<file path="src/design/fip_pkg.sv">
// ----------------------------------------------------------------------------
// fip_pkg
// Shared types and constants for the double-precision integer power block:
// input and result words, the arithmetic unit request and response words.
// ----------------------------------------------------------------------------
package fip_pkg;

	// ieee-754 double constants
	localparam logic [63:0] ONE_BITS  = 64'h3FF0_0000_0000_0000;
	localparam logic [63:0] ZERO_BITS = 64'h0000_0000_0000_0000;
	// default quiet nan produced by invalid operations
	localparam logic [63:0] QNAN_DFLT = 64'hFFF8_0000_0000_0000;

	// input word
	typedef struct packed {
		logic [63:0]        base_bits;
		logic signed [31:0] exponent;
	} in_word_t;

	// result word
	typedef struct packed {
		logic [63:0] result_bits;
		logic        divide_by_zero;
	} out_word_t;

	// arithmetic unit operations
	typedef enum logic [1:0] {
		FOP_MUL = 2'b01,
		FOP_RCP = 2'b10
	} fpu_op_t;

	// request to the arithmetic unit: a*b, or 1/a
	typedef struct packed {
		logic        start;
		fpu_op_t     op;
		logic [63:0] a;
		logic [63:0] b;
	} fpu_req_t;

	// response from the arithmetic unit
	typedef struct packed {
		logic        done;
		logic [63:0] z;
	} fpu_rsp_t;

endpackage

</file>
<file path="src/design/fip_fpu.sv">
// ----------------------------------------------------------------------------
// fip_fpu
// Iterative double-precision unit: multiply (four 27x27 partial products)
// or reciprocal (restoring division, one quotient bit per cycle), followed
// by a shared bit-serial normalize, denormalize and round-to-nearest-even.
// ----------------------------------------------------------------------------
module fip_fpu (
	input  logic               clk,
	input  logic               arst_n,
	input  fip_pkg::fpu_req_t  req,
	output fip_pkg::fpu_rsp_t  rsp
);

	typedef enum logic [6:0] {
		F_IDLE   = 7'b0000001,
		F_MUL    = 7'b0000010,
		F_DNORM  = 7'b0000100,
		F_DIV    = 7'b0001000,
		F_NORM   = 7'b0010000,
		F_DENORM = 7'b0100000,
		F_ROUND  = 7'b1000000
	} fstate_t;

	fstate_t            state_q;
	logic [52:0]        ma_q;
	logic [52:0]        mb_q;
	logic [1:0]         pp_cnt_q;
	logic [105:0]       mant_q;
	logic signed [12:0] be_q;
	logic               stk_q;
	logic               sgn_q;
	logic [53:0]        rem_q;
	logic [57:0]        quo_q;
	logic [5:0]         div_cnt_q;
	logic               done_q;
	logic [63:0]        z_q;

	// operand unpack
	logic [10:0] ea, eb;
	logic [51:0] fa, fb;
	logic        a_nan, b_nan, a_inf, b_inf, a_zero, b_zero;
	logic [52:0] ma_un, mb_un;
	logic [10:0] ea_eff, eb_eff;

	always_comb begin
		ea     = req.a[62:52];
		eb     = req.b[62:52];
		fa     = req.a[51:0];
		fb     = req.b[51:0];
		a_nan  = (ea == 11'h7FF) && (fa != 52'd0);
		b_nan  = (eb == 11'h7FF) && (fb != 52'd0);
		a_inf  = (ea == 11'h7FF) && (fa == 52'd0);
		b_inf  = (eb == 11'h7FF) && (fb == 52'd0);
		a_zero = (req.a[62:0] == 63'd0);
		b_zero = (req.b[62:0] == 63'd0);
		ma_un  = {(ea != 11'd0), fa};
		mb_un  = {(eb != 11'd0), fb};
		ea_eff = (ea == 11'd0) ? 11'd1 : ea;
		eb_eff = (eb == 11'd0) ? 11'd1 : eb;
	end

	// one 27x27 partial product per cycle
	logic [26:0]  pa, pb;
	logic [53:0]  pp;
	logic [105:0] pp_sh;

	always_comb begin
		pa = pp_cnt_q[1] ? {1'b0, ma_q[52:27]} : ma_q[26:0];
		pb = pp_cnt_q[0] ? {1'b0, mb_q[52:27]} : mb_q[26:0];
		pp = pa * pb;
		case (pp_cnt_q)
			2'd0:    pp_sh = {52'd0, pp};
			2'd3:    pp_sh = {pp[51:0], 54'd0};
			default: pp_sh = {25'd0, pp, 27'd0};
		endcase
	end

	// one restoring division step
	logic        div_ge;
	logic [53:0] div_diff;
	logic [57:0] quo_n;

	always_comb begin
		div_ge   = rem_q >= {1'b0, mb_q};
		div_diff = div_ge ? (rem_q - {1'b0, mb_q}) : rem_q;
		quo_n    = {quo_q[56:0], div_ge};
	end

	// round to nearest even and pack
	logic [52:0]        m53;
	logic               rnd_g, rnd_s, rnd_inc, rnd_carry;
	logic [53:0]        rnd_sum;
	logic [52:0]        mfin;
	logic signed [12:0] be2;
	logic [10:0]        expf;
	logic [63:0]        round_z;

	always_comb begin
		m53       = mant_q[105:53];
		rnd_g     = mant_q[52];
		rnd_s     = (|mant_q[51:0]) | stk_q;
		rnd_inc   = rnd_g & (rnd_s | m53[0]);
		rnd_sum   = {1'b0, m53} + {53'd0, rnd_inc};
		rnd_carry = rnd_sum[53];
		mfin      = rnd_carry ? rnd_sum[53:1] : rnd_sum[52:0];
		be2       = be_q + (rnd_carry ? 13'sd1 : 13'sd0);
		expf      = mfin[52] ? be2[10:0] : 11'd0;
		if (be2 > 13'sd2046) begin
			round_z = {sgn_q, 11'h7FF, 52'd0};
		end else begin
			round_z = {sgn_q, expf, mfin[51:0]};
		end
	end

	// sequencer
	always_ff @(posedge clk or negedge arst_n) begin
		if (!arst_n) begin
			state_q <= F_IDLE;
			done_q  <= 1'b0;
		end else begin
			done_q <= 1'b0;
			unique case (state_q)
				F_IDLE: begin
					if (req.start) begin
						if (req.op == fip_pkg::FOP_MUL) begin
							sgn_q <= req.a[63] ^ req.b[63];
							if (a_nan) begin
								z_q    <= req.a | 64'h0008_0000_0000_0000;
								done_q <= 1'b1;
							end else if (b_nan) begin
								z_q    <= req.b | 64'h0008_0000_0000_0000;
								done_q <= 1'b1;
							end else if ((a_inf && b_zero) || (b_inf && a_zero)) begin
								z_q    <= fip_pkg::QNAN_DFLT;
								done_q <= 1'b1;
							end else if (a_inf || b_inf) begin
								z_q    <= {req.a[63] ^ req.b[63], 11'h7FF, 52'd0};
								done_q <= 1'b1;
							end else if (a_zero || b_zero) begin
								z_q    <= {req.a[63] ^ req.b[63], 63'd0};
								done_q <= 1'b1;
							end else begin
								ma_q     <= ma_un;
								mb_q     <= mb_un;
								mant_q   <= '0;
								stk_q    <= 1'b0;
								pp_cnt_q <= 2'd0;
								be_q     <= $signed({2'b00, ea_eff}) + $signed({2'b00, eb_eff})
									- 13'sd1022;
								state_q  <= F_MUL;
							end
						end else begin
							sgn_q <= req.a[63];
							if (a_nan) begin
								z_q    <= req.a | 64'h0008_0000_0000_0000;
								done_q <= 1'b1;
							end else if (a_inf) begin
								z_q    <= {req.a[63], 63'd0};
								done_q <= 1'b1;
							end else begin
								mb_q    <= ma_un;
								be_q    <= $signed({2'b00, ea_eff});
								stk_q   <= 1'b0;
								state_q <= F_DNORM;
							end
						end
					end
				end
				F_MUL: begin
					mant_q   <= mant_q + pp_sh;
					pp_cnt_q <= pp_cnt_q + 2'd1;
					if (pp_cnt_q == 2'd3) begin
						state_q <= F_NORM;
					end
				end
				F_DNORM: begin
					// bring a subnormal divisor to full width
					if (!mb_q[52]) begin
						mb_q <= {mb_q[51:0], 1'b0};
						be_q <= be_q - 13'sd1;
					end else begin
						be_q      <= 13'sd2046 - be_q;
						rem_q     <= 54'd1 << 52;
						quo_q     <= '0;
						div_cnt_q <= 6'd0;
						state_q   <= F_DIV;
					end
				end
				F_DIV: begin
					quo_q     <= quo_n;
					rem_q     <= {div_diff[52:0], 1'b0};
					div_cnt_q <= div_cnt_q + 6'd1;
					if (div_cnt_q == 6'd57) begin
						mant_q  <= {quo_n, 48'd0};
						stk_q   <= (div_diff != 54'd0);
						state_q <= F_NORM;
					end
				end
				F_NORM: begin
					if (!mant_q[105]) begin
						mant_q <= {mant_q[104:0], 1'b0};
						be_q   <= be_q - 13'sd1;
					end else begin
						state_q <= F_DENORM;
					end
				end
				F_DENORM: begin
					// shift into the subnormal range, collecting sticky bits
					if (be_q < 13'sd1) begin
						if (mant_q != 106'd0) begin
							mant_q <= {1'b0, mant_q[105:1]};
							stk_q  <= stk_q | mant_q[0];
							be_q   <= be_q + 13'sd1;
						end else begin
							be_q <= 13'sd1;
						end
					end else begin
						state_q <= F_ROUND;
					end
				end
				F_ROUND: begin
					z_q     <= round_z;
					done_q  <= 1'b1;
					state_q <= F_IDLE;
				end
				default: state_q <= F_IDLE;
			endcase
		end
	end

	assign rsp.done = done_q;
	assign rsp.z    = z_q;

endmodule

</file>
<file path="src/design/float_integer_power.sv">
// ----------------------------------------------------------------------------
// float_integer_power
// Raises an IEEE-754 double base to a signed 32-bit integer power with
// bit-exact round-to-nearest-even results, by repeated squaring.
// ----------------------------------------------------------------------------
// One word is handled at a time; in_ready is low from acceptance until the
// result word has been taken. A zero exponent or a zero base is answered in
// the cycle after acceptance. Otherwise all arithmetic runs through a single
// iterative double unit: each multiply is 4 partial products plus normalize
// and round, and subnormal results must also be normalized and then shifted
// back down; a negative exponent first takes a reciprocal. An exponent of
// magnitude p needs up to 2*floor(log2 p) multiplies.
// A zero base with a negative exponent raises divide_by_zero with a zero
// result.
module float_integer_power (
	input  logic                clk,
	input  logic                arst_n,
	input  logic                in_valid,
	output logic                in_ready,
	input  fip_pkg::in_word_t   in_data,
	output logic                out_valid,
	input  logic                out_ready,
	output fip_pkg::out_word_t  out_data
);

	typedef enum logic [4:0] {
		T_IDLE  = 5'b00001,
		T_SCAN  = 5'b00010,
		T_WAIT  = 5'b00100,
		T_LEVEL = 5'b01000,
		T_OUT   = 5'b10000
	} tstate_t;

	typedef enum logic [4:0] {
		PH_RECIP = 5'b00001,
		PH_BASE1 = 5'b00010,
		PH_BASE2 = 5'b00100,
		PH_LVL1  = 5'b01000,
		PH_LVL2  = 5'b10000
	} phase_t;

	tstate_t            state_q;
	phase_t             ph_q;
	fip_pkg::fpu_req_t  req_q;
	fip_pkg::fpu_rsp_t  fpu_rsp;
	fip_pkg::out_word_t out_q;
	logic [63:0]        b_q;
	logic [63:0]        r_q;
	logic [31:0]        mag_q;
	logic [31:0]        sh_q;
	logic [4:0]         lvl_q;

	// input decode
	logic        in_acc;
	logic        in_neg;
	logic [31:0] e_u;
	logic [31:0] in_mag;
	logic        cur_bit;
	logic [63:0] z;

	always_comb begin
		in_acc  = in_valid && in_ready;
		e_u     = in_data.exponent;
		in_neg  = e_u[31];
		in_mag  = in_neg ? (32'd0 - e_u) : e_u;
		cur_bit = mag_q[lvl_q - 5'd1];
		z       = fpu_rsp.z;
	end

	// shared arithmetic unit
	fip_fpu u_fpu (
		.clk    (clk),
		.arst_n (arst_n),
		.req    (req_q),
		.rsp    (fpu_rsp)
	);

	// power sequencer
	always_ff @(posedge clk or negedge arst_n) begin
		if (!arst_n) begin
			state_q     <= T_IDLE;
			req_q.start <= 1'b0;
		end else begin
			req_q.start <= 1'b0;
			unique case (state_q)
				T_IDLE: begin
					if (in_acc) begin
						mag_q <= in_mag;
						if (e_u == 32'd0) begin
							out_q   <= '{result_bits: fip_pkg::ONE_BITS, divide_by_zero: 1'b0};
							state_q <= T_OUT;
						end else if (in_data.base_bits[62:0] == 63'd0) begin
							out_q   <= '{result_bits: fip_pkg::ZERO_BITS,
								divide_by_zero: in_neg};
							state_q <= T_OUT;
						end else if (in_neg) begin
							req_q.start <= 1'b1;
							req_q.op    <= fip_pkg::FOP_RCP;
							req_q.a     <= in_data.base_bits;
							req_q.b     <= in_data.base_bits;
							ph_q        <= PH_RECIP;
							state_q     <= T_WAIT;
						end else begin
							b_q     <= in_data.base_bits;
							sh_q    <= in_mag;
							lvl_q   <= 5'd0;
							state_q <= T_SCAN;
						end
					end
				end
				T_SCAN: begin
					// halve the power until it is at most four
					if (sh_q > 32'd4) begin
						sh_q  <= {1'b0, sh_q[31:1]};
						lvl_q <= lvl_q + 5'd1;
					end else if (sh_q[2:0] == 3'd1) begin
						r_q     <= b_q;
						state_q <= T_LEVEL;
					end else begin
						req_q.start <= 1'b1;
						req_q.op    <= fip_pkg::FOP_MUL;
						req_q.a     <= b_q;
						req_q.b     <= b_q;
						ph_q        <= PH_BASE1;
						state_q     <= T_WAIT;
					end
				end
				T_WAIT: begin
					if (fpu_rsp.done) begin
						unique case (ph_q)
							PH_RECIP: begin
								if (z[62:0] == 63'd0) begin
									out_q   <= '{result_bits: fip_pkg::ZERO_BITS,
										divide_by_zero: 1'b0};
									state_q <= T_OUT;
								end else begin
									b_q     <= z;
									sh_q    <= mag_q;
									lvl_q   <= 5'd0;
									state_q <= T_SCAN;
								end
							end
							PH_BASE1: begin
								if (sh_q[2:0] == 3'd2) begin
									r_q     <= z;
									state_q <= T_LEVEL;
								end else begin
									req_q.start <= 1'b1;
									req_q.op    <= fip_pkg::FOP_MUL;
									req_q.a     <= z;
									req_q.b     <= (sh_q[2:0] == 3'd3) ? b_q : z;
									ph_q        <= PH_BASE2;
								end
							end
							PH_BASE2: begin
								r_q     <= z;
								state_q <= T_LEVEL;
							end
							PH_LVL1: begin
								if (cur_bit) begin
									req_q.start <= 1'b1;
									req_q.op    <= fip_pkg::FOP_MUL;
									req_q.a     <= z;
									req_q.b     <= r_q;
									ph_q        <= PH_LVL2;
								end else begin
									r_q     <= z;
									lvl_q   <= lvl_q - 5'd1;
									state_q <= T_LEVEL;
								end
							end
							PH_LVL2: begin
								r_q     <= z;
								lvl_q   <= lvl_q - 5'd1;
								state_q <= T_LEVEL;
							end
							default: state_q <= T_IDLE;
						endcase
					end
				end
				T_LEVEL: begin
					// one squaring level per pass, levels with an odd power multiply by the base first
					if (lvl_q == 5'd0) begin
						out_q   <= '{result_bits: r_q, divide_by_zero: 1'b0};
						state_q <= T_OUT;
					end else begin
						req_q.start <= 1'b1;
						req_q.op    <= fip_pkg::FOP_MUL;
						req_q.a     <= cur_bit ? b_q : r_q;
						req_q.b     <= r_q;
						ph_q        <= PH_LVL1;
						state_q     <= T_WAIT;
					end
				end
				T_OUT: begin
					if (out_ready) begin
						state_q <= T_IDLE;
					end
				end
				default: state_q <= T_IDLE;
			endcase
		end
	end

	assign in_ready  = (state_q == T_IDLE);
	assign out_valid = (state_q == T_OUT);
	assign out_data  = out_q;

`ifndef SYNTHESIS
	// a zero exponent answers 1.0 on the next cycle
	assert property (@(posedge clk) disable iff (!arst_n)
		(in_valid && in_ready && in_data.exponent == 32'sd0) |=>
			(out_valid && out_data.result_bits == fip_pkg::ONE_BITS))
		else $error("zero exponent did not give 1.0");

	// a divide by zero flag always comes with a zero result
	assert property (@(posedge clk) disable iff (!arst_n)
		(out_valid && out_data.divide_by_zero) |-> (out_data.result_bits == 64'd0))
		else $error("divide by zero with nonzero result");

	// the arithmetic unit only answers while the sequencer waits for it
	assert property (@(posedge clk) disable iff (!arst_n)
		fpu_rsp.done |-> (state_q == T_WAIT))
		else $error("arithmetic result arrived outside wait state");
`endif

endmodule

</file>
<file path="config.mk">
export PLATFORM = sky130hd
export DESIGN_NAME = float_integer_power
export DESIGN_NICKNAME = d
export VERILOG_FILES = /design/src/design/fip_pkg.sv /design/src/design/fip_fpu.sv /design/src/design/float_integer_power.sv
export SDC_FILE = /design/constraint.sdc
export NUM_CORES = 2
export LEC_CHECK = 0
export ABC_AREA = 1
export BUFFER_PORTS_ARGS = -buffer_cell sky130_fd_sc_hd__buf_2
export CAP_MARGIN = 40
export CELL_PAD_IN_SITES_DETAIL_PLACEMENT = 1
export CELL_PAD_IN_SITES_GLOBAL_PLACEMENT = 2
export CORE_MARGIN = 2
export CORE_UTILIZATION = 42
export CTS_BUF_LIST = sky130_fd_sc_hd__clkbuf_4
export DETAILED_ROUTE_END_ITERATION = 7
export PLACE_DENSITY_LB_ADDON = 0.1
export SYNTH_ARGS = -nofsm -noshare
export SYNTH_HDL_FRONTEND = slang
export SYNTH_HIERARCHICAL = 1
export SYNTH_SLANG_ARGS = --single-unit
</file>
<file path="constraint.sdc">
create_clock -name clk -period 19.15 [get_ports clk]
set_clock_uncertainty 0.05 [all_clocks]
set_input_delay 3.83 -clock clk [delete_from_list [all_inputs] [get_ports clk]]
set_output_delay 3.83 -clock clk [all_outputs]
set_load 0.03 [all_outputs]
</file>
== After elaboration in Yosys (flattened, before gate mapping) ==
Cells that the tools add are included.

* Output and inout bits: 67
* Input bits: 100
* Flip-flop bits (word level): 821

* Reductions and logical operators: 61
* Bitwise gates (word level): 10
* Multiply operators: 1
* Order comparisons: 5
* Equality and inequality tests: 73
* Mux-type cells: 195
* Add/subtract/negate cells: 14

{| class="wikitable"
|+ Operators by type and width
! operator !! number
|-
| 64-bit 2-to-1 mux || 23
|-
| 131-bit 2-to-1 mux || 10
|-
| 106-bit 2-to-1 mux || 11
|-
| 53-bit 2-to-1 mux || 11
|-
| 106-bit case mux with 5 select lines || 1
|-
| 131-bit case mux with 4 select lines || 1
|-
| 65-bit 2-to-1 mux || 7
|-
| 64-bit case mux with 2 select lines || 3
|-
| 32-bit 2-to-1 mux || 9
|-
| 131-bit case mux with 2 select lines || 1
|-
| 63-bit logical NOT || 4
|-
| 106-bit case mux with 2 select lines || 1
|-
| 65-bit case mux with 3 select lines || 1
|-
| 64-bit case mux with 3 select lines || 1
|-
| 13-bit 2-to-1 mux || 13
|-
| 5-bit 2-to-1 mux || 28
|-
| 57-bit case mux with 2 select lines || 1
|-
| 54-bit 2-to-1 mux || 2
|-
| 54-bit case mux with 2 select lines || 1
|-
| 106-bit adder || 1
|-
| 53-bit case mux with 2 select lines || 1
|-
| 106-bit nonzero test || 1
|-
| 52-bit logical NOT || 2
|-
| 52-bit nonzero test || 2
|-
| 95 further kinds || 223
|}

== Longest topological paths before layout ==
* Depth after elaboration: 12
* Gate-level depth with buffers: 52
* Depth with buffers taken out: 49

== Cells and area by module ==
The synthesis kept the hierarchy.

{| class="wikitable"
|+ By module, submodules not included
! module !! seq. area each (µm²) !! instances !! cells an instance !! area each (µm²)
|-
| fip_fpu || 12483.2 || 1 || 8359 || 60674.4
|-
| float_integer_power || 12072.8 || 1 || 2845 || 22713.0
|}

== Worst setup path before layout ==
OpenSTA, ideal clock, no wires.

* Path type: input to register
* Start point: input arst_n
* End point: register u_fpu.mant_q[0] (enable)
* Path slack: 4.294 ns
* Setup time: 0.827 ns
* Arrival time: 13.980 ns
* Cell stages on the path: 4
* Path through: nand2_1 -> inv_1 -> o211ai_1 -> nor4_1

* Word-level cells in the longest chain between the ends: 1

{| class="wikitable"
|+ Ends and longest elaborated chain
! item !! RTL line !! source
|-
| from (decl) || float_integer_power.sv:17 || <nowiki>input logic arst_n,</nowiki>
|-
| 13-bit AND reduction (no line) || - ||
|-
| to (signal assigned) || fip_fpu.sv:170 || <nowiki>mant_q <= mant_q + pp_sh;</nowiki>
|-
| to (signal assigned) || fip_fpu.sv:194 || <nowiki>mant_q <= {quo_n, 48'd0};</nowiki>
|-
| to (signal assigned) || fip_fpu.sv:201 || <nowiki>mant_q <= {mant_q[104:0], 1'b0};</nowiki>
|-
| to (decl) || fip_fpu.sv:28 || <nowiki>logic [105:0] mant_q;</nowiki>
|}

No other way between the ends.
A chain may end at the register's enable or synchronous reset.

== Worst setup path after layout ==
* Start point: register u_fpu.pp_cnt_q[1]
* End point: register u_fpu.mant_q[93] (data pin)

* Word-level cells in the longest chain between the ends: 5
* Elaborated cells on any way between the ends: 7

{| class="wikitable"
|+ Ends and longest elaborated chain
! item !! RTL line !! source
|-
| from (decl) || fip_fpu.sv:27 || <nowiki>logic [1:0] pp_cnt_q;</nowiki>
|-
| from (signal assigned) || fip_fpu.sv:171 || <nowiki>pp_cnt_q <= pp_cnt_q + 2'd1;</nowiki>
|-
| 27-bit 2-to-1 mux || fip_fpu.sv:68 || <nowiki>pa = pp_cnt_q[1] ? {1'b0, ma_q[52:27]} : ma_q[26:0];</nowiki>
|-
| 27-bit by 27-bit multiplier with 54-bit output || fip_fpu.sv:70 || <nowiki>pp = pa * pb;</nowiki>
|-
| 106-bit case mux with 2 select lines (*) || fip_fpu.sv:71 || <nowiki>case (pp_cnt_q)</nowiki>
|-
| 106-bit adder (*) || fip_fpu.sv:170 ||
|-
| 106-bit case mux with 5 select lines (*) || fip_fpu.sv:122 || <nowiki>unique case (state_q)</nowiki>
|}

Mark *: on every way between the ends. The rest lies on a longest branch, timed or not.

==> flow_metrics.env <==
export IMPL_period_share=0.660
export IMPL_crit_type="flop to flop"
export IMPL_end_kind="flop"
export IMPL_area_growth_syn_to_layout_pct=8.74
export IMPL_nNetsFinal=12500
export IMPL_place_ws_ps=6750
export IMPL_htreeDepth=4
export IMPL_dieArea_um2=202000
export IMPL_cap_viol_max_count=0
export IMPL_placementRows=163
export IMPL_synth_edff_count=806
export IMPL_cpMostUsedCell="fa_1"
export IMPL_drc=0
export IMPL_dpl_instance_area_um2=87600
export IMPL_grt_antenna_before_repair=24
export IMPL_hpwl_um=298000
export IMPL_synthSimpleGateAreaFrac=0.251
export IMPL_avgSynthCellArea_um2=7.44
export IMPL_yosys_register_bits=820
export IMPL_synth_compound_gate_area_share=0.109
export IMPL_drt_total_wl_um=375000
export IMPL_via_per_inst=5.73
export IMPL_synth_warnings=6
export IMPL_regArea_um2=24600
export IMPL_antenna_left=0
export IMPL_path_clk_slew_ps=70
export IMPL_status="complete, no violations"
export IMPL_synth_fa_ha_area_frac=0.209
export IMPL_cts_setup_buffers=0
export IMPL_worst_ep_arrival_time_ps=13590
export IMPL_syn_area_um2=83400
export IMPL_start_util=0.422
export IMPL_port_buffers=166
export IMPL_async_flop_share=0.0171
export IMPL_tns_ps=0
export IMPL_crit_required_ps=20100
export IMPL_drive_gt1_frac=0.0747
export IMPL_die_y_um=450
export IMPL_hold_buffers=0
export IMPL_root_buffer="clkbuf_4"
export IMPL_crit_path_start_kind="flop"
export IMPL_synth_xor_area_frac=0.0196
export IMPL_clock_latency_ps=1290
export IMPL_synth_nets=12300
export IMPL_fillCellCount=24900
export IMPL_cts_resized=0
export IMPL_worstMarginPinSlew_ps=1010
export IMPL_syn_instance_count=11200
export IMPL_io_pins=167
export IMPL_crit_path_max_fanout=28
export IMPL_wl_per_cell_um=26.4
export IMPL_setup_viol=0
export IMPL_core_um2=197000
export IMPL_drv_slew=0
export IMPL_cts_sinks=820
export IMPL_critical_path_slowest_cell="edfxtp_1"
export IMPL_drt_iter0_drc=7884
export IMPL_synth_main_ff_cell="edfxtp_1"
export IMPL_cts_made_buffers=237
export IMPL_synth_distinct_cells=69
export IMPL_synth_top_family_by_area="simple AND/OR/NAND/NOR gates"
export IMPL_design_area_um2=90700
export IMPL_chipWidth_um=450
export IMPL_grt_overflow_total=0
export IMPL_hold_path_class="flop to flop"
export IMPL_gp_congestion=1.04
export IMPL_clockBufferDepth=3
export IMPL_cts_tree="yes"
export IMPL_grt_start_max_net_pins=136
export IMPL_max_stage_delay_ps=980
export IMPL_grt_pass1_vias=84100
export IMPL_rsz0062_at_grt="no"
export IMPL_multiInputGateArea_um2=49300
export IMPL_worst_slack_ps=6510
export IMPL_max_freq_ghz=0.0791
export IMPL_relSlewSlack=0.325
export IMPL_drt_first_pass_iters=6
export IMPL_hold_viol=0
export IMPL_ys_seq_area_frac=0.294
export IMPL_synth_area_mux_share=0
export IMPL_num_vias=81300
export IMPL_min_period_ps=12640
export IMPL_grt_pass1_wl_um=554000
export IMPL_grt_usage=0.366
==> Yosys cell counts (9+ instances only) <==
cell type  instances  area (µm²)
xnor2_1           54         473
o21ai_1           50         250
edfxtp_1         806       24200
o21bai_1          28         210
o22ai_1           66         413
a31oi_1           39         244
buf_1             35         131
clkinv_1          31         116
a21oi_1          439        2200
buf_4              9        67.6
o221ai_1          44         385
dfrtp_1           12         300
ha_1             388        4850
a211oi_1           9        67.6
buf_6             11         124
inv_1           2075        7790
a21boi_0          13        97.6
o211ai_1          61         458
buf_2             51         255
nand3_1          643        3220
clkbuf_1         309        1160
a21o_1            24         180
a22oi_1           12        90.1
nor2_1          1256        4710
nand2_1         2630        9870
a221oi_1          48         420
o21ai_0          707        3540
or2_2             73         457
nor3_1           139         696
nand4_1          129         807
xor2_1           133        1160
o21a_1            23         173
nand3b_1          24         180
o2111ai_1         17         149
inv_2             27         101
fa_1             627       12600
nor4_1            80         500
==> state kept, by name, indices dropped and copies added, names as in the netlist, 6 cells and up <==
name and flops:
u_fpu/state_q 7, r_q 64, out_data 65, u_fpu/be_q 13, sh_q 32, u_fpu/mb_q 53
u_fpu/quo_q 57, b_q 64, u_fpu/mant_q 106, u_fpu/div_cnt_q 6, req_q 131, u_fpu/rem_q 53
mag_q 32, u_fpu/z_q 64, u_fpu/ma_q 53
==> worst max-delay path, delay by kind of cell, from the launching register on <==
kind / cells / cell delay [ps]
buffers and inverters: 7 / 1780
AO/OA/AOI/OAI: 13 / 3140
flip-flops: 1 / 980
XOR/XNOR: 1 / 300
AND/OR/NAND/NOR: 10 / 1750
adder cells (fa/ha/maj): 9 / 4380
==> final cells by class <==
type,count,share of cell area
clock buffer,325,0.0269
clock inverter,106,0.00628
sequential,820,0.271
multi-input combinational,7835,0.544
inverter,2133,0.0883
antenna,10,0.000276
tap,2640,0.0364
timing repair buffer,327,0.0273
==> per-layer routing <==
layer	routed length (µm)	up-vias	share of wire	track usage
li1	-	36300	-	-
met1	159000	40700	0.42	0.498
met2	167000	3565	0.44	0.569
met3	30000	771	0.080	0.0614
met4	19600	16	0.052	0.168
met5	110	-	0.00029	0
==> placed cells by master, fill, tap and decap left out, types with 128 or more instances in the layout <==
| master | n |
|---|---|
| fa_1 | 627 |
| ha_1 | 388 |
| nand2_1 | 2626 |
| xor2_1 | 133 |
| nor3_1 | 134 |
| edfxtp_1 | 806 |
| nor2_1 | 1251 |
| nand4_1 | 129 |
| o21ai_0 | 694 |
| inv_1 | 2072 |
| nand3_1 | 639 |
| clkbuf_4 | 325 |
| a21oi_1 | 438 |
| buf_2 | 170 |
| buf_4 | 128 |
==> worst paths after layout <==
kind                                                  from                            to  slack, ps  depth (start not counted)
max                        u_fpu/pp_cnt_q[1]$_SDFFCE_PN0P_    u_fpu/mant_q[93]$_DFFE_PP_       6510                         40
max in group asynchronous                           arst_n  u_fpu/state_q[0]$_DFFE_PN1P_      16240                          2
max reg2reg                u_fpu/pp_cnt_q[1]$_SDFFCE_PN0P_    u_fpu/mant_q[93]$_DFFE_PP_       6510                         40
min reg2reg                            req_q[77]$_DFFE_PP_      u_fpu/ma_q[13]$_DFFE_PP_        420                          0
min in group asynchronous                           arst_n        state_q[2]$_DFFE_PN0P_       2460                          2
min                                    req_q[77]$_DFFE_PP_      u_fpu/ma_q[13]$_DFFE_PP_        420                          0
==> per-stage QoR <==
step	instances	hold slack, ps	utilization
CTS	14200	408	0.459
floorplan	11200	394	-
global route	14200	423	0.459
finish	14200	424	0.459
global placement	13700	422	0.441
detailed placement	13800	431	0.444
==> cell families after synthesis <==
logic type,after synthesis
AO/OA/AOI/OAI,1607
XOR/XNOR,187
adder cells (fa/ha/maj),1015
buffers and inverters,2549
flip-flops,820
AND/OR/NAND/NOR,5026
Power is not shown: default switching activity piles up to over one toggle a cycle in this logic, so the estimate is an artifact.
